File: src/hdl/spsr_pkg.sv
package spsr_pkg;

   // field and state widths
   localparam int unsigned PulseW    = 11;
   localparam int unsigned TimeW     = 32;
   localparam int unsigned SpeedW    = 8;
   localparam int unsigned IntervalW = 16;
   localparam int unsigned DeltaW    = 9;

   typedef logic [PulseW-1:0]    pulse_type;
   typedef logic [TimeW-1:0]     time_type;
   typedef logic [SpeedW-1:0]    speed_type;
   typedef logic [IntervalW-1:0] interval_type;
   typedef logic [DeltaW-1:0]    delta_type;
   typedef logic signed [1:0]    dir_type;

   // pulse limits in microseconds
   localparam pulse_type PULSE_NEUTRAL = 11'd1500;
   localparam pulse_type PULSE_MAX     = 11'd2000;
   localparam pulse_type PULSE_MIN     = 11'd1000;

   // full-scale speed, also the divisor of the speed-to-delta scaling
   localparam speed_type SPEED_FULL = 8'd255;

   localparam interval_type INTERVAL_RESET = 16'd10;

   // direction codes
   localparam dir_type DIR_NONE    = 2'sb00;
   localparam dir_type DIR_FORWARD = 2'sb01;
   localparam dir_type DIR_REVERSE = 2'sb11;

   typedef enum logic [1:0] {
      CMD_SET   = 2'd0,
      CMD_START = 2'd1,
      CMD_STOP  = 2'd2,
      CMD_NONE  = 2'd3
   } cmd_type;

   typedef struct packed {
      cmd_type   cmd;
      time_type  now_ms;
      dir_type   direction;
      speed_type speed_level;
   } item_type;

   typedef struct packed {
      pulse_type pulse_us;
      logic      pulse_written;
      logic      ramp_done;
   } result_type;

endpackage

File: src/hdl/spsr_ifs.sv
// request channel: one command beat
interface spsr_req_if;
   import spsr_pkg::*;

   logic      valid;
   logic      ready;
   cmd_type   cmd;
   time_type  now_ms;
   dir_type   direction;
   speed_type speed_level;

   modport source (output valid, output cmd, output now_ms, output direction,
                   output speed_level, input ready);
   modport sink   (input valid, input cmd, input now_ms, input direction,
                   input speed_level, output ready);
endinterface

// response channel: one result beat
interface spsr_rsp_if;
   import spsr_pkg::*;

   logic      valid;
   logic      ready;
   pulse_type pulse_us;
   logic      pulse_written;
   logic      ramp_done;

   modport source (output valid, output pulse_us, output pulse_written,
                   output ramp_done, input ready);
   modport sink   (input valid, input pulse_us, input pulse_written,
                   input ramp_done, output ready);
endinterface

File: src/hdl/spsr_scale.sv
// delta = floor(500 * speed / 255), reciprocal multiply plus one correction
module spsr_scale (
   input  spsr_pkg::speed_type speed,
   output spsr_pkg::delta_type delta
);
   import spsr_pkg::*;

   logic [16:0] span_prod;
   logic [24:0] recip_prod;
   delta_type   quot_est;
   logic [17:0] quot_x255;
   logic [17:0] remainder;

   // 500 * speed as shift-and-subtract (500 = 512 - 8 - 4)
   assign span_prod = {speed, 9'b0} - 17'({speed, 3'b0}) - 17'({speed, 2'b0});

   // x * 257 / 65536 never overshoots and is low by at most one
   assign recip_prod = {span_prod, 8'b0} + {8'b0, span_prod};
   assign quot_est   = recip_prod[24:16];

   // remainder check against the divisor
   assign quot_x255 = {1'b0, quot_est, 8'b0} - {9'b0, quot_est};
   assign remainder = {1'b0, span_prod} - quot_x255;
   assign delta     = (remainder >= 18'(SPEED_FULL)) ? quot_est + 1'b1 : quot_est;

endmodule

File: src/hdl/spsr_core.sv
// ramp state and the per-beat update; result is combinational
module spsr_core (
   input  logic                   clock,
   input  logic                   reset,
   input  logic                   step_en,
   input  spsr_pkg::item_type     item,
   input  logic                   csr_wr_en,
   input  spsr_pkg::interval_type csr_wr_data,
   output spsr_pkg::result_type   result
);
   import spsr_pkg::*;

   interval_type interval_ff;
   pulse_type    pulse_ff,      pulse_in;
   pulse_type    target_ff,     target_in;
   speed_type    held_speed_ff, held_speed_in;
   dir_type      held_dir_ff,   held_dir_in;
   time_type     last_start_ff, last_start_in;
   time_type     last_stop_ff,  last_stop_in;

   delta_type delta;
   time_type  since_start;
   time_type  since_stop;
   logic      start_due;
   logic      stop_due;
   logic      written;
   logic      done;

   function automatic pulse_type step_toward(pulse_type cur, pulse_type goal);
      pulse_type nxt;
      nxt = cur;
      if (cur > goal) begin
         nxt = cur - 1'b1;
      end else if (cur < goal) begin
         nxt = cur + 1'b1;
      end
      return nxt;
   endfunction

   function automatic pulse_type clamp_pulse(pulse_type val);
      pulse_type res;
      res = val;
      if (val >= PULSE_MAX) begin
         res = PULSE_MAX;
      end else if (val <= PULSE_MIN) begin
         res = PULSE_MIN;
      end
      return res;
   endfunction

   spsr_scale u_scale (
      .speed (item.speed_level),
      .delta (delta)
   );

   // modular elapsed time since each kind's last step
   assign since_start = item.now_ms - last_start_ff;
   assign since_stop  = item.now_ms - last_stop_ff;
   assign start_due   = since_start >= TimeW'(interval_ff);
   assign stop_due    = since_stop >= TimeW'(interval_ff);

   // next state for the beat at the input register
   always_comb begin
      pulse_in      = pulse_ff;
      target_in     = target_ff;
      held_speed_in = held_speed_ff;
      held_dir_in   = held_dir_ff;
      last_start_in = last_start_ff;
      last_stop_in  = last_stop_ff;
      written       = 1'b0;
      done          = 1'b1;
      case (item.cmd)
         CMD_SET: begin
            // an unchanged pair leaves everything alone
            if (!(item.direction == held_dir_ff && item.speed_level == held_speed_ff)) begin
               held_speed_in = item.speed_level;
               if (item.direction == DIR_REVERSE) begin
                  held_dir_in = DIR_REVERSE;
                  target_in   = PULSE_NEUTRAL - PulseW'(delta);
               end else if (item.direction == DIR_FORWARD) begin
                  held_dir_in = DIR_FORWARD;
                  target_in   = PULSE_NEUTRAL + PulseW'(delta);
               end
            end
         end
         CMD_START: begin
            if (pulse_ff != target_ff) begin
               done = 1'b0;
               if (start_due) begin
                  last_start_in = item.now_ms;
                  written       = 1'b1;
                  // with no direction ever set the pulse is rewritten as is
                  if (held_dir_ff == DIR_FORWARD || held_dir_ff == DIR_REVERSE) begin
                     pulse_in = clamp_pulse(step_toward(pulse_ff, target_ff));
                  end else begin
                     pulse_in = clamp_pulse(pulse_ff);
                  end
               end
            end
         end
         CMD_STOP: begin
            if (pulse_ff != PULSE_NEUTRAL && stop_due) begin
               last_stop_in = item.now_ms;
               written      = 1'b1;
               pulse_in     = clamp_pulse(step_toward(pulse_ff, PULSE_NEUTRAL));
            end
         end
         default: begin
         end
      endcase
   end

   assign result.pulse_us      = pulse_in;
   assign result.pulse_written = written;
   assign result.ramp_done     = done;

   // state registers
   always_ff @(posedge clock) begin
      if (reset) begin
         pulse_ff      <= PULSE_NEUTRAL;
         target_ff     <= PULSE_NEUTRAL;
         held_speed_ff <= '0;
         held_dir_ff   <= DIR_NONE;
         last_start_ff <= '0;
         last_stop_ff  <= '0;
      end else if (step_en) begin
         pulse_ff      <= pulse_in;
         target_ff     <= target_in;
         held_speed_ff <= held_speed_in;
         held_dir_ff   <= held_dir_in;
         last_start_ff <= last_start_in;
         last_stop_ff  <= last_stop_in;
      end
   end

   // interval register
   always_ff @(posedge clock) begin
      if (reset) begin
         interval_ff <= INTERVAL_RESET;
      end else if (csr_wr_en) begin
         interval_ff <= csr_wr_data;
      end
   end

   // pulse stays inside the legal window
   a_pulse_range: assert property (@(posedge clock) disable iff (reset)
      pulse_ff >= PULSE_MIN && pulse_ff <= PULSE_MAX)
      else $error("pulse width out of range");

   // only start and stop beats move the pulse, by at most one
   a_pulse_only_ramp: assert property (@(posedge clock) disable iff (reset)
      step_en && item.cmd != CMD_START && item.cmd != CMD_STOP |=> $stable(pulse_ff))
      else $error("pulse moved on a non-ramp beat");

   // the held direction is never the unused code
   a_dir_legal: assert property (@(posedge clock) disable iff (reset)
      held_dir_ff == DIR_NONE || held_dir_ff == DIR_FORWARD || held_dir_ff == DIR_REVERSE)
      else $error("held direction corrupted");

   // a beat that reports no write leaves the timestamps alone
   a_no_write_no_stamp: assert property (@(posedge clock) disable iff (reset)
      step_en && !written |=> $stable(last_start_ff) && $stable(last_stop_ff))
      else $error("timestamp moved without a pulse write");

endmodule

File: src/hdl/servo_pulse_slew_ramp_top.sv
// Channel   Dir   Beat contents
// req_bus   in    cmd, now_ms, direction, speed_level
// rsp_bus   out   pulse_us, pulse_written, ramp_done
// csr_*     in    ramp_interval_ms write (csr_wr_en, csr_wr_data)
//
// One beat per clock sustained while the response side is ready; a request is
// answered through the input register, then the state update into the result register.
// Reset is synchronous and puts the pulse and target at 1500, interval at 10.
// A stalled response holds in the result register while the input register
// still takes one more beat; the state update runs only as the result
// register is freed.
module servo_pulse_slew_ramp_top (
   input  logic                   clock,
   input  logic                   reset,
   spsr_req_if.sink               req_bus,
   spsr_rsp_if.source             rsp_bus,
   input  logic                   csr_wr_en,
   input  spsr_pkg::interval_type csr_wr_data
);
   import spsr_pkg::*;

   logic       in_valid_ff,  in_valid_in;
   item_type   in_item_ff;
   logic       out_valid_ff, out_valid_in;
   result_type out_result_ff;
   result_type result;
   logic       req_take;
   logic       advance;

   // the input beat moves on whenever the result register is free
   assign advance       = in_valid_ff && (!out_valid_ff || rsp_bus.ready);
   assign req_bus.ready = !in_valid_ff || advance;
   assign req_take      = req_bus.valid && req_bus.ready;

   always_comb begin
      in_valid_in = in_valid_ff;
      if (req_take) begin
         in_valid_in = 1'b1;
      end else if (advance) begin
         in_valid_in = 1'b0;
      end
      out_valid_in = out_valid_ff;
      if (advance) begin
         out_valid_in = 1'b1;
      end else if (rsp_bus.ready) begin
         out_valid_in = 1'b0;
      end
   end

   // valid flags
   always_ff @(posedge clock) begin
      if (reset) begin
         in_valid_ff  <= 1'b0;
         out_valid_ff <= 1'b0;
      end else begin
         in_valid_ff  <= in_valid_in;
         out_valid_ff <= out_valid_in;
      end
   end

   // payload registers
   always_ff @(posedge clock) begin
      if (req_take) begin
         in_item_ff.cmd         <= req_bus.cmd;
         in_item_ff.now_ms      <= req_bus.now_ms;
         in_item_ff.direction   <= req_bus.direction;
         in_item_ff.speed_level <= req_bus.speed_level;
      end
      if (advance) begin
         out_result_ff <= result;
      end
   end

   spsr_core u_core (
      .clock       (clock),
      .reset       (reset),
      .step_en     (advance),
      .item        (in_item_ff),
      .csr_wr_en   (csr_wr_en),
      .csr_wr_data (csr_wr_data),
      .result      (result)
   );

   assign rsp_bus.valid         = out_valid_ff;
   assign rsp_bus.pulse_us      = out_result_ff.pulse_us;
   assign rsp_bus.pulse_written = out_result_ff.pulse_written;
   assign rsp_bus.ramp_done     = out_result_ff.ramp_done;

   // every processed beat lands in the result register
   a_advance_fills: assert property (@(posedge clock) disable iff (reset)
      advance |=> out_valid_ff)
      else $error("processed beat not presented");

   // a held input beat is not dropped
   a_in_kept: assert property (@(posedge clock) disable iff (reset)
      in_valid_ff && !advance |=> in_valid_ff && $stable(in_item_ff))
      else $error("pending request lost");

   // nothing is taken while a stalled beat still waits in the input register
   a_no_overrun: assert property (@(posedge clock) disable iff (reset)
      in_valid_ff && out_valid_ff && !rsp_bus.ready |-> !req_bus.ready)
      else $error("request taken over a pending beat");

endmodule
File: src/flat_wrapper.sv
// flat-port wrapper written by rule: the top's interface ports become plain ports
module servo_pulse_slew_ramp_top_flat import spsr_pkg::*;
  (clock, reset, csr_wr_en, csr_wr_data, req_bus_valid, req_bus_cmd, req_bus_now_ms, req_bus_direction, req_bus_speed_level, req_bus_ready, rsp_bus_valid, rsp_bus_pulse_us, rsp_bus_pulse_written, rsp_bus_ramp_done, rsp_bus_ready);
  spsr_req_if req_bus_i ();
  spsr_rsp_if rsp_bus_i ();
  input  logic clock;
  input  logic reset;
  input  logic csr_wr_en;
  input  spsr_pkg::interval_type csr_wr_data;
  input wire logic [$bits(req_bus_i.valid)-1:0] req_bus_valid;
  input wire logic [$bits(req_bus_i.cmd)-1:0] req_bus_cmd;
  input wire logic [$bits(req_bus_i.now_ms)-1:0] req_bus_now_ms;
  input wire logic [$bits(req_bus_i.direction)-1:0] req_bus_direction;
  input wire logic [$bits(req_bus_i.speed_level)-1:0] req_bus_speed_level;
  output wire logic [$bits(req_bus_i.ready)-1:0] req_bus_ready;
  output wire logic [$bits(rsp_bus_i.valid)-1:0] rsp_bus_valid;
  output wire logic [$bits(rsp_bus_i.pulse_us)-1:0] rsp_bus_pulse_us;
  output wire logic [$bits(rsp_bus_i.pulse_written)-1:0] rsp_bus_pulse_written;
  output wire logic [$bits(rsp_bus_i.ramp_done)-1:0] rsp_bus_ramp_done;
  input wire logic [$bits(rsp_bus_i.ready)-1:0] rsp_bus_ready;
  assign req_bus_i.valid = req_bus_valid;
  assign req_bus_i.cmd = req_bus_cmd;
  assign req_bus_i.now_ms = req_bus_now_ms;
  assign req_bus_i.direction = req_bus_direction;
  assign req_bus_i.speed_level = req_bus_speed_level;
  assign req_bus_ready = req_bus_i.ready;
  assign rsp_bus_valid = rsp_bus_i.valid;
  assign rsp_bus_pulse_us = rsp_bus_i.pulse_us;
  assign rsp_bus_pulse_written = rsp_bus_i.pulse_written;
  assign rsp_bus_ramp_done = rsp_bus_i.ramp_done;
  assign rsp_bus_i.ready = rsp_bus_ready;
  servo_pulse_slew_ramp_top u_core (.clock(clock), .reset(reset), .req_bus(req_bus_i), .rsp_bus(rsp_bus_i), .csr_wr_en(csr_wr_en), .csr_wr_data(csr_wr_data));
endmodule
File: config.mk
export PLATFORM = sky130hd
export DESIGN_NAME = servo_pulse_slew_ramp_top_flat
export DESIGN_NICKNAME = d
export VERILOG_FILES = /design/src/hdl/spsr_pkg.sv /design/src/hdl/spsr_ifs.sv /design/src/hdl/spsr_scale.sv /design/src/hdl/spsr_core.sv /design/src/hdl/servo_pulse_slew_ramp_top.sv /design/src/flat_wrapper.sv
export SDC_FILE = /design/constraint.sdc
export NUM_CORES = 1
export LEC_CHECK = 0
export BUFFER_PORTS_ARGS = -buffer_cell sky130_fd_sc_hd__buf_2
export CAP_MARGIN = 40
export CORE_AREA = 2 2 201 164
export CTS_CLUSTER_SIZE = 24
export DETAILED_ROUTE_END_ITERATION = 10
export DIE_AREA = 0 0 203 166
export HOLD_SLACK_MARGIN = 0.1
export PLACE_DENSITY = 0.74
export SYNTH_ARGS = -nofsm -noshare
export SYNTH_HDL_FRONTEND = slang
export SYNTH_SLANG_ARGS = --single-unit
export TNS_END_PERCENT = 5
File: constraint.sdc
create_clock -name clock -period 8.6 [get_ports clock]
set_input_delay 0 -clock clock [delete_from_list [all_inputs] [get_ports clock]]
set_output_delay 0 -clock clock [all_outputs]
set_load 0.01 [all_outputs]
## After elaboration in Yosys (flattened, before gate mapping)

Cells that the tools add are included.

- Register bits: 171
- Input port bits: 65
- Output and inout port bits: 15
- Word-level logic and storage cells: 104

- Add/sub/neg operators: 12
- Equal/unequal tests: 10
- Multiplexer cells: 35
- Bitwise logic cells: 1
- Magnitude comparators: 13
- Reduce and logical (&&, ||, !) cells: 17

Operators with widths:

| kind | count |
|---|---|
| 2-to-1 mux 11 bit | 22 |
| >= comparator 32 x 16 -> 1 bit | 2 |
| subtractor 32 bit | 2 |
| >= comparator 11 bit (second input constant) | 3 |
| less-or-equal comparator 11 x 10 -> 1 bit (second input constant) | 3 |
| adder 25 x 17 -> 25 bit | 1 |
| one-hot mux 11 bit (2 select lines) | 1 |
| >= comparator 18 x 8 -> 1 bit (second input constant) | 1 |
| subtractor 17 x 18 -> 18 bit | 1 |
| subtractor 17 x 9 -> 18 bit | 1 |
| subtractor 17 x 10 -> 17 bit | 1 |
| subtractor 17 x 11 -> 17 bit | 1 |
| adder 11 x 1 -> 11 bit (second input constant) | 1 |
| adder 11 x 9 -> 11 bit (first input constant) | 1 |
| greater-than comparator 11 bit | 1 |
| greater-than comparator 11 bit (second input constant) | 1 |
| < comparator 11 bit | 1 |
| < comparator 11 bit (second input constant) | 1 |
| != test 11 bit | 1 |
| != test 11 bit (second input constant) | 1 |
| subtractor 11 x 1 -> 11 bit (second input constant) | 1 |
| subtractor 11 x 9 -> 11 bit (first input constant) | 1 |
| adder 9 x 1 -> 9 bit (second input constant) | 1 |
| 2-to-1 mux 9 bit | 1 |
| 15 further kinds | 37 |

## Longest topological paths before layout

Gate-level depths: netlist (run 1).

- Depth after elaboration: 14
- Depth in mapped cells: 43
- Mapped depth without buffers: 39

## Cells and area by module

From an unflattened synthesis (run 1), not the netlist that was laid out.

- Cell total of the unflattened synthesis: 1974
- Area total of the unflattened synthesis: 16111.7 um2

By module, submodules not included:

| module | cells an instance | sequential area each (um2) | area an instance (um2) | instances |
|---|---|---|---|---|
| spsr_core | 1588 | 2242.2 | 11890.2 | 1 |
| spsr_scale | 319 | 0.0 | 2406.1 | 1 |
| servo_pulse_slew_ramp_top | 67 | 1751.7 | 1815.5 | 1 |

## Worst setup path before layout (run 1)

OpenSTA, ideal clock, no wires.

- Path kind: register to register
- Start: register u_core.in_item_ff[0] (netlist bit)
- End: register u_core.u_core.target_ff[10]
- Arrival time: 8.377 ns
- Setup slack: 0.103 ns
- Path buffers: 2
- Period minus slack after synthesis: 8.497 ns
- Required time: 8.480 ns
- Library setup time: 0.120 ns
- Stages on the path, launching flop included: 39
- Cell sequence: edfxtp_1 fa_1 ha_1 a21oi_1 nand2_1 o21ai_0 nor4b_1 a211oi_1 ha_1 a21o_1 a21oi_1 nor3_1 a31oi_1 o211ai_1 and3_1 and2_2 ha_1 clkbuf_1 [... 3 more ...] ha_1 nor2b_1 o211a_1 o21a_1 o21ai_1 or4b_1 a2bb2oi_1 o2111ai_1 clkbuf_1 xnor2_1 ha_1 nand2_1 nor4b_1 o21ai_0 nand3_1 o21a_1 o31a_1 a211o_1

- Cells in the longest elaborated chain, start to end: 10
- Elaborated cells on any way between the ends: 16
- Those cells by class: add/sub: 8; order compare: 1; eq/ne: 1; mux: 3; bitwise: 1; reduce/logical: 2

Ends and longest elaborated chain:

| what | RTL line | text |
|---|---|---|
| start, declared | servo_pulse_slew_ramp_top.sv:23 | `item_type in_item_ff;` |
| subtractor 17 x 11 -> 17 bit | spsr_scale.sv:15 | `assign span_prod = {speed, 9'b0} - 17'({speed, 3'b0}) - 17'({speed, 2'b0});` |
| subtractor 17 x 10 -> 17 bit | spsr_scale.sv:15 |  |
| adder 25 x 17 -> 25 bit | spsr_scale.sv:18 | `assign recip_prod = {span_prod, 8'b0} + {8'b0, span_prod};` |
| subtractor 17 x 9 -> 18 bit | spsr_scale.sv:22 | `assign quot_x255 = {1'b0, quot_est, 8'b0} - {9'b0, quot_est};` |
| subtractor 17 x 18 -> 18 bit | spsr_scale.sv:23 | `assign remainder = {1'b0, span_prod} - quot_x255;` |
| >= comparator 18 x 8 -> 1 bit | spsr_scale.sv:24 | `assign delta = (remainder >= 18'(SPEED_FULL)) ? quot_est + 1'b1 : quot_est;` |
| 2-to-1 mux 9 bit | spsr_scale.sv:24 |  |
| adder 11 x 9 -> 11 bit | spsr_core.sv:82 | `target_in = PULSE_NEUTRAL + PulseW'(delta);` |
| 2-to-1 mux 11 bit | spsr_core.sv:80 | `end else if (item.direction == DIR_FORWARD) begin` |
| 2-to-1 mux 11 bit | spsr_core.sv:77 | `if (item.direction == DIR_REVERSE) begin` |
| end signal, assigned | spsr_core.sv:128 | `target_ff <= target_in;` |
| end, declared | spsr_core.sv:15 | `pulse_type target_ff, target_in;` |

Several ways; a longest one is shown, not always the timed one. The select of a mux whose other input is x is not followed.
A chain may end at the register's enable or synchronous reset.

## Worst setup path in the final report (run 1)

Ends and elaborated chain as after synthesis.

==> results of run 1 <==
[Yosys cell counts, types with 35 or more instances]
cell type    n  area [um^2]
o21ai_0     70          350
nand3_1     39          195
nor3_1      48          240
clkbuf_1    61          229
xnor2_1     71          622
ha_1       166         2080
nand2_1     95          357
edfxtp_1    57         1710
inv_1      172          646
a21o_1      56          420
dfxtp_1    114         2280
nand4_1     37          231
nor2_1     202          758
xor2_1      35          307
a21oi_1    139          696
mux2i_1    104         1040
[metrics by stage]
step	util	hold WS [ns]
2_1_floorplan	-	0.0989
3_3_place_gp	0.518	0.178
4_1_cts	0.559	0.104
6_report	0.563	0.120
5_1_grt	0.563	0.116
3_5_place_dp	0.519	0.178
[final cells by class]
| type | instances | area (um^2) | area share |
|---|---|---|---|
| Tap cell | 427 | 534 | 0.0298 |
| Sequential cell | 171 | 3990 | 0.223 |
| Antenna cell | 1 | 2.50 | 0.000140 |
| Timing Repair Buffer | 184 | 1350 | 0.0752 |
| Inverter | 175 | 657 | 0.0366 |
| Clock buffer | 19 | 464 | 0.0259 |
| Clock inverter | 13 | 145 | 0.00810 |
| Multi-Input combinational cell | 1480 | 10800 | 0.601 |
[registers in the layout, summed over array words and instances (netlist names)]
register                      count
u_core.rsp_bus.pulse_us          11
u_core.u_core.last_start_ff      32
u_core.u_core.held_speed_ff       8
u_core.rsp_bus.valid              1
u_core.in_item_ff                44
u_core.u_core.target_ff          11
u_core.u_core.last_stop_ff       32
u_core.u_core.pulse_ff           11
u_core.u_core.held_dir_ff         2
u_core.rsp_bus.pulse_written      1
u_core.rsp_bus.ramp_done          1
u_core.u_core.interval_ff        16
u_core.in_valid_ff                1
[logic make-up (layout without fill, tap and decap cells)]
logic type	after synthesis	after routing	share of synthesized area
simple gates	574	574	0.184
fa+ha+maj	171	171	0.139
other cells	0	1	0
compound gates	520	520	0.228
flops	171	171	0.256
buf+inv	254	391	0.0638
xor+xnor	107	107	0.0604
mux	108	108	0.0695
[power breakdown]
group	internal [uW]	leakage, uW	total, uW	switching, uW
clock network	414	0.000299	798	384
registers	874	0.00148	912	38.0
logic	812	0.00550	1980	1170
[worst max-delay path: cells and delay by family, from the launching register on]
family / cells / cell delay, ns
AOI/OAI and AO/OA: 17 / 3.25
xor gates and xnor gates: 1 / 0.21
and+or+nand+nor: 9 / 1.76
DFF: 1 / 0.39
buffers and inverters: 4 / 0.42
adders and majority gates: 7 / 2.01
[timing repair]
action	in CTS	in global routing
setup buffers	0	3
resized for setup	1	31
pin swaps	0	5
gates cloned	0	0
hold buffers	65	0
endpoints found under the hold margin	86	0
endpoints found under the setup margin	1	9
[layer usage]
metal / global-route usage / part of all wire
met5: 0 / 0
met4: 0.0593 / 0.017
met3: 0.0375 / 0.058
met2: 0.412 / 0.46
met1: 0.345 / 0.46
[worst max-delay path by stage]
| stage | startpoint | endpoint | cells after the start |
|---|---|---|---|
| detailed placement | u_core.in_item_ff[6] | u_core.u_core.target_ff[10] | 37 |
| global placement | u_core.in_item_ff[6] | u_core.u_core.target_ff[10] | 37 |
| global route | u_core.in_item_ff[0] | u_core.u_core.target_ff[10] | 38 |
| floorplan | u_core.in_item_ff[0] | u_core.u_core.target_ff[10] | 38 |
| CTS | u_core.in_item_ff[6] | u_core.u_core.target_ff[10] | 37 |
| finish | u_core.in_item_ff[0] | u_core.u_core.target_ff[10] | 38 |
==> impl_metrics.py, run 1 <==
metrics = {
    "cells_and_area": {
        "drive_gt1_frac": 0.106,
        "area_delta_synth_final_pct": 14.7,
        "fillerInstances": 2832,
        "final-instance-count-excl-fill": 2470,
        "final_cell_mix": "nor2_1, inv_1, ha_1",
        "final_nets": 2264,
        "mostFrequentLayoutCell": "nor2_1",
        "postLayoutCellArea_um2": 17900,
    },
    "setup_path": {
        "crit_path_frequent_cell": "ha_1",
        "start_kind": "flip-flop",
        "rr_startpoint": "u_core.in_item_ff[0]",
        "worstRegToRegCells": 38,
        "cp-end-kind": "flip-flop",
        "reg2reg_setup_slack_ns": 0.44,
        "worstReg2RegEnd": "u_core.u_core.target_ff[10]",
        "cpMaxStageDelayCell": "or4b_1",
        "cp_max_fo": 7,
        "critPathRequiredTime_ns": 8.93,
        "arrival_ns": 8.49,
        "critPathKind": "reg -> reg",
        "crit_path_max_incr_delay_ns": 0.54,
    },
    "sta": {
        "finalSetupViolCount": 0,
        "period_minus_slack_ns": 8.16,
        "hold_viol_final": 0,
        "fmax_mhz": 123,
        "slew_violations": 0,
        "fin_crit_sh": 0.949,
        "clock_skew_ns": 0.0192,
        "relSlewSlack": 0.424,
        "setup_slack_ns": 0.437,
        "max_slew.worst_pin.slew_ns": 0.860,
        "fin_setup_tns_ns": 0,
    },
    "yosys": {
        "synthesis.nets": 2140,
        "synth-main-ff-cell": "dfxtp_1",
        "async_flop_share": 0,
        "synth_area_per_cell_um2": 8.20,
        "syn_area_um2": 15600,
        "yosysUniqueCellTypes": 102,
        "synth-edff-count": 57,
        "yosys_warnings": 0,
        "ys_seq_area_frac": 0.256,
        "netlist_instances": 1905,
        "ys_ff_latch": 171,
    },
    "route": {
        "first_iter_violations": 1076,
        "first_pass_iters": 9,
        "num_vias": 14800,
        "wl_per_cell_um": 17.5,
        "wirelength_um": 43100,
        "antenna_left": 0,
        "viasPerCell": 5.98,
        "drc": 1,
    },
    "hold_path": {
        "holdPathEnd": "u_core.u_core.interval_ff[3]",
        "hold_depth": 2,
        "worstHoldPathType": "in -> reg",
        "hp-start": "csr_wr_en",
    },
    "floorplan": {
        "die_h_um": 166,
        "die_x_um": 203,
        "fp-row-count": 59,
        "ios": 80,
        "core_um2": 31800,
        "die_area_um2": 33700,
        "start_util": 0.491,
    },
    "grt": {
        "grt_antenna_before_repair": 1,
        "grt_pass1_wl_um": 69200,
        "grt_max_degree": 74,
        "grt_overflow": 0,
        "first_global_vias": 13500,
        "grt_usage": 0.250,
    },
    "power_and_ir_drop": {
        "finalPower_uw": 3690,
        "ir_drop_v": 0.000138,
        "p_per_area_nw_per_um2": 206,
        "p_leak_uw": 0.00727,
    },
    "cts": {
        "cts_buffers": 17,
        "clkLatencyLatePin_ns": 0.45,
        "cts_tree": "yes",
        "cts_htree_levels": 4,
        "clock_path_buffers": 2,
        "path_clk_slew_ns": 0.07,
        "cts_sinks": 171,
        "cts_root_buffer": "clkbuf_16",
    },
    "place": {
        "post-place-cells": 2369,
        "dp_hpwl_um": 32700,
        "dpl_worst_slack_ns": 0.0247,
        "place_area_um2": 16500,
        "numPortBuffers": 79,
        "gp_congestion": 0.925,
    },
    "status": {
        "status": "finished with violations",
        "violations": "design-rule violations",
    },
    "run": {
        "maxCapViolations": 0,
    },
}
No activity file was read; power rests on OpenSTA's default activity.
==> run 2, diff against run 1 <==
- PLACE_DENSITY: 0.74 -> unset
- PLACE_DENSITY_LB_ADDON: unset -> 0.15
==> impl_metrics.py, run 2 (synthesis gave the netlist of run 1 again) <==
metrics = {
    "grt": {
        "grt_usage": 0.270,
        "grt_max_degree": 71,
        "grt_pass1_wl_um": 73200,
        "first_global_vias": 13700,
        "grt_antenna_before_repair": 0,
        "grt_overflow": 0,
    },
    "sta": {
        "fmax_mhz": 123,
        "clock_skew_ns": 0.0161,
        "max_slew.worst_pin.slew_ns": 0.899,
        "slew_violations": 0,
        "period_minus_slack_ns": 8.11,
        "finalSetupViolCount": 0,
        "relSlewSlack": 0.398,
        "setup_slack_ns": 0.490,
        "hold_viol_final": 0,
        "fin_crit_sh": 0.943,
        "fin_setup_tns_ns": 0,
    },
    "power_and_ir_drop": {
        "p_per_area_nw_per_um2": 207,
        "p_leak_uw": 0.00724,
        "finalPower_uw": 3710,
        "ir_drop_v": 0.000142,
    },
    "place": {
        "gp_congestion": 0.951,
        "dpl_worst_slack_ns": 0.0946,
        "numPortBuffers": 79,
        "dp_hpwl_um": 34700,
        "place_area_um2": 16500,
    },
    "setup_path": {
        "crit_path_max_incr_delay_ns": 0.55,
        "critPathRequiredTime_ns": 8.94,
        "reg2reg_setup_slack_ns": 0.49,
        "critPathKind": "reg -> reg",
        "cpMaxStageDelayCell": "or4b_1",
        "cp-end-kind": "flip-flop",
        "arrival_ns": 8.45,
        "crit_path_frequent_cell": "ha_1",
        "start_kind": "flip-flop",
        "cp_max_fo": 5,
    },
    "cells_and_area": {
        "area_delta_synth_final_pct": 14.9,
        "final_cell_mix": "nor2_1, inv_1, ha_1",
        "fillerInstances": 2934,
        "n_antenna_cell": 0,
        "mostFrequentLayoutCell": "nor2_1",
        "postLayoutCellArea_um2": 18000,
        "top_regs": "u_core.in_item_ff (44), u_core.u_core.last_start_ff (32), u_core.u_core.last_stop_ff (32)",
        "largest_reg_flops": 44,
        "drive_gt1_frac": 0.107,
        "top_register": "u_core.in_item_ff",
        "final_nets": 2267,
    },
    "cts": {
        "path_clk_slew_ns": 0.07,
        "cts_tree": "yes",
        "cts_buffers": 17,
        "clock_path_buffers": 2,
        "clkLatencyLatePin_ns": 0.46,
        "cts_sinks": 171,
        "cts_root_buffer": "clkbuf_16",
        "cts_htree_levels": 4,
    },
    "floorplan": {
        "die_area_um2": 33700,
        "die_x_um": 203,
        "ios": 80,
        "die_h_um": 166,
        "fp-row-count": 59,
        "start_util": 0.491,
        "core_um2": 31800,
    },
    "route": {
        "wirelength_um": 46000,
        "antenna_left": 0,
        "viasPerCell": 5.94,
        "first_iter_violations": 1124,
        "wl_per_cell_um": 18.6,
        "num_vias": 14700,
        "first_pass_iters": 6,
        "drc": 0,
    },
    "status": {
        "status": "completed",
    },
    "hold_path": {
        "worstHoldPathType": "in -> reg",
    },
    "run": {
        "maxCapViolations": 0,
    },
}
run 2: changes by cell type in the layout (fill, tap and decap cells not counted), sizes merged:
cell	previous run	this run
bufinv	0	2
diode	1	0
clkinv	8	6
inv	180	176
dlygate4sd3	65	68
clkinvlp	0	3
clkbuf	19	20
run 2: layout make-up:
class / count / area [um^2] / area share
Clock buffer: 20 / 437 / 0.0243
Clock inverter: 12 / 141 / 0.00787
Inverter: 175 / 657 / 0.0366
Multi-Input combinational cell: 1480 / 10800 / 0.601
Sequential cell: 171 / 3990 / 0.222
Tap cell: 427 / 534 / 0.0298
Timing Repair Buffer: 187 / 1400 / 0.0778
run 2: where the power goes:
group / switching (uW) / internal (uW)
logic: 1190 / 821
registers: 39.5 / 875
clock network: 351 / 431
run 2: worst paths after layout:
path	from	end	cells past startpoint
worst min-delay path	csr_wr_en	u_core.u_core.interval_ff[1]	2
worst max-delay path	u_core.in_item_ff[4]	u_core.u_core.target_ff[10]	35
worst min register to register	u_core.u_core.target_ff[1]	u_core.u_core.target_ff[1]	2
worst max register to register	u_core.in_item_ff[4]	u_core.u_core.target_ff[10]	35
run 2: stage by stage:
step                hold WS, ns  utilization  std cells
floorplan                0.0989            -       1905
global placement          0.176        0.517       2363
detailed placement        0.178        0.519       2366
CTS                       0.100        0.558       2466
global route              0.111        0.564       2472
finish                    0.101        0.564       2472
run 2: critical path, delay by kind of cell (launching register included):
family	cells	cell delay, ns
AOI/OAI and AO/OA	17	3.10
adders and majority gates	7	2.19
and+or+nand+nor	7	1.41
xor gates and xnor gates	2	0.52
DFF	1	0.49
buffers and inverters	2	0.28
run 2: timing repair:
| action | 4_1_cts | 5_1_grt |
|---|---|---|
| hold buffers | 68 | 0 |
| buffers inserted | 0 | 6 |
| hold endpoints to repair | 72 | 0 |
| endpoints found under the setup margin | 0 | 8 |
| resized for setup | 0 | 38 |
run 2: metal layers:
layer  up-vias  GRT usage  part of all wire
met2       468      0.404              0.42
li1       7197          -                 -
met1      6968      0.405              0.51
met5         -          0                 0
met4         0     0.0657             0.019
met3        55     0.0394             0.053
==> run 3, diff against run 2 <==
- BUFFER_PORTS_ARGS: -buffer_cell sky130_fd_sc_hd__buf_2 -> -buffer_cell sky130_fd_sc_hd__buf_4
- CORE_AREA: 2 2 201 164 -> 2 2 215 153
- DIE_AREA: 0 0 203 166 -> 0 0 217 155
==> impl_metrics.py, run 3 (synthesis gave the netlist of run 1 again) <==
metrics = {
    "power_and_ir_drop": {
        "power_frac_clock": 0.212,
        "sw_frac_of_total": 0.415,
        "ir_drop_v": 0.000194,
        "intPower_uw": 2260,
        "comb_power_share": 0.552,
        "p_seq_frac": 0.236,
        "p_per_area_nw_per_um2": 209,
        "p_leak_uw": 0.00748,
        "p_sw_uw": 1610,
    },
    "setup_path": {
        "reg2reg_setup_slack_ns": 0.47,
        "worstReg2RegEnd": "u_core.u_core.target_ff[8]",
        "crit_path_max_incr_delay_ns": 0.58,
        "start_kind": "flip-flop",
        "cpMaxStageDelayCell": "fa_1",
        "cp-end-kind": "flip-flop",
        "rr_startpoint": "u_core.in_item_ff[0]",
        "critPathRequiredTime_ns": 8.94,
        "arrival_ns": 8.47,
        "critPathKind": "reg -> reg",
        "worstRegToRegCells": 35,
        "cp_max_fo": 10,
    },
    "sta": {
        "whs_ns": 0.267,
        "fin_crit_sh": 0.946,
        "relSlewSlack": 0.405,
        "fmax_mhz": 123,
        "max_slew.worst_pin.slew_ns": 0.888,
        "finalSetupViolCount": 0,
        "clock_skew_ns": 0.0143,
        "slew_violations": 0,
        "hold_viol_final": 0,
        "period_minus_slack_ns": 8.13,
        "setup_slack_ns": 0.468,
    },
    "hold_path": {
        "hp-start": "req_bus_speed_level[5]",
        "hold_depth": 2,
        "holdPathEnd": "u_core.in_item_ff[5]",
        "worstHoldPathType": "in -> reg",
    },
    "place": {
        "gp_congestion": 0.974,
        "post-place-cells": 2383,
        "numPortBuffers": 79,
        "place_area_um2": 16800,
        "dp_hpwl_um": 35300,
        "dpl_worst_slack_ns": 0.0478,
    },
    "floorplan": {
        "die_h_um": 155,
        "core_um2": 31800,
        "start_util": 0.492,
        "fp-row-count": 55,
        "ios": 80,
        "die_x_um": 217,
        "die_area_um2": 33600,
    },
    "cells_and_area": {
        "postLayoutCellArea_um2": 18500,
        "top_register": "u_core.in_item_ff",
        "final_nets": 2304,
        "largest_reg_flops": 44,
        "area_delta_synth_final_pct": 18.3,
        "post-route-util": 0.582,
        "final-instance-count-excl-fill": 2509,
        "final_cell_mix": "nor2_1, inv_1, ha_1",
        "drive_gt1_frac": 0.116,
        "n_antenna_cell": 0,
        "top_regs": "u_core.in_item_ff (44), u_core.u_core.last_start_ff (32), u_core.u_core.last_stop_ff (32)",
        "mostFrequentLayoutCell": "nor2_1",
    },
    "grt": {
        "grt_usage": 0.274,
        "grt_max_degree": 64,
        "grt_overflow": 0,
        "grt_pass1_wl_um": 73900,
        "grt_antenna_before_repair": 1,
        "first_global_vias": 13700,
    },
    "cts": {
        "clkLatencyLatePin_ns": 0.45,
        "cts_tree": "yes",
        "path_clk_slew_ns": 0.07,
        "cts_buffers": 17,
        "clock_path_buffers": 2,
        "cts_htree_levels": 4,
        "cts_root_buffer": "clkbuf_16",
        "cts_sinks": 171,
    },
    "route": {
        "antenna_left": 0,
        "first_pass_iters": 6,
        "wirelength_um": 46500,
        "first_iter_violations": 1403,
        "wl_per_cell_um": 18.5,
        "viasPerCell": 5.93,
        "num_vias": 14900,
        "drc": 0,
    },
    "run": {
        "maxCapViolations": 0,
    },
    "status": {
        "status": "completed",
    },
}
[run 3: cell types whose count changed in the layout (fill, tap and decap cells not counted), moves of 3 or more]
cell           delta
buf_4           +101
dlygate4sd3_1    +14
clkinv_4          -3
buf_2            -78
[run 3: area by class of cell]
cell class / instances / area (um^2)
Sequential cell: 171 / 3990
Inverter: 175 / 657
Timing Repair Buffer: 224 / 1900
Tap cell: 427 / 534
Clock inverter: 8 / 129
Fill cell: 2899 / 13300
Multi-Input combinational cell: 1480 / 10800
Clock buffer: 24 / 483
[run 3: worst max path at each step]
stage	slack (ns)	endpoint	start	depth (start not counted)
after CTS	0.05	u_core.u_core.target_ff[10]	u_core.in_item_ff[6]	39
after global placement	0.25	u_core.u_core.target_ff[10]	u_core.in_item_ff[6]	37
after floorplan	0.10	u_core.u_core.target_ff[10]	u_core.in_item_ff[0]	38
final	0.47	u_core.u_core.target_ff[8]	u_core.in_item_ff[0]	35
after detailed placement	0.05	u_core.u_core.target_ff[10]	u_core.in_item_ff[6]	39
after global routing	-0.009	u_core.u_core.target_ff[10]	u_core.in_item_ff[0]	39
[run 3: repair_timing]
action	CTS	global route
resized for setup	1	37
endpoints found under the setup margin	1	9
hold buffers	82	0
pin swaps	0	9
cloned	0	0
setup buffers	0	11
endpoints found under the hold margin	77	0
[run 3: through the flow]
stage	setup TNS [ns]	total power [uW]
after floorplan	0	2320
after global placement	0	2900
after detailed placement	0	2890
after CTS	0	3750
after global routing	-0.00889	4130
final	0	3870
[run 3: power groups by stage]
stage                     combinational, uW  sequential (uW)  clock [uW]
final                                  2140              912         821
after global routing                   2350              916         868
after CTS                              2000              913         835
after detailed placement               1960              930           0
after global placement                 1970              930           0
after floorplan                        1400              914           0
[run 3: metal layers]
layer	vias to the layer above	wire length, um	GRT usage
met5	-	0	0
met4	0	536	0.0636
met3	41	3640	0.0383
met2	592	18500	0.386
met1	6973	23800	0.433
li1	7272	-	-
[run 3: worst max-delay path: cells and delay by family (launching register included)]
kind                       cells  cell delay (ns)
xor gates and xnor gates       1             0.35
DFF                            1             0.46
AOI/OAI and AO/OA             12             1.96
adders and majority gates      6             2.19
and+or+nand+nor               11             2.51
buffers and inverters          5             0.56
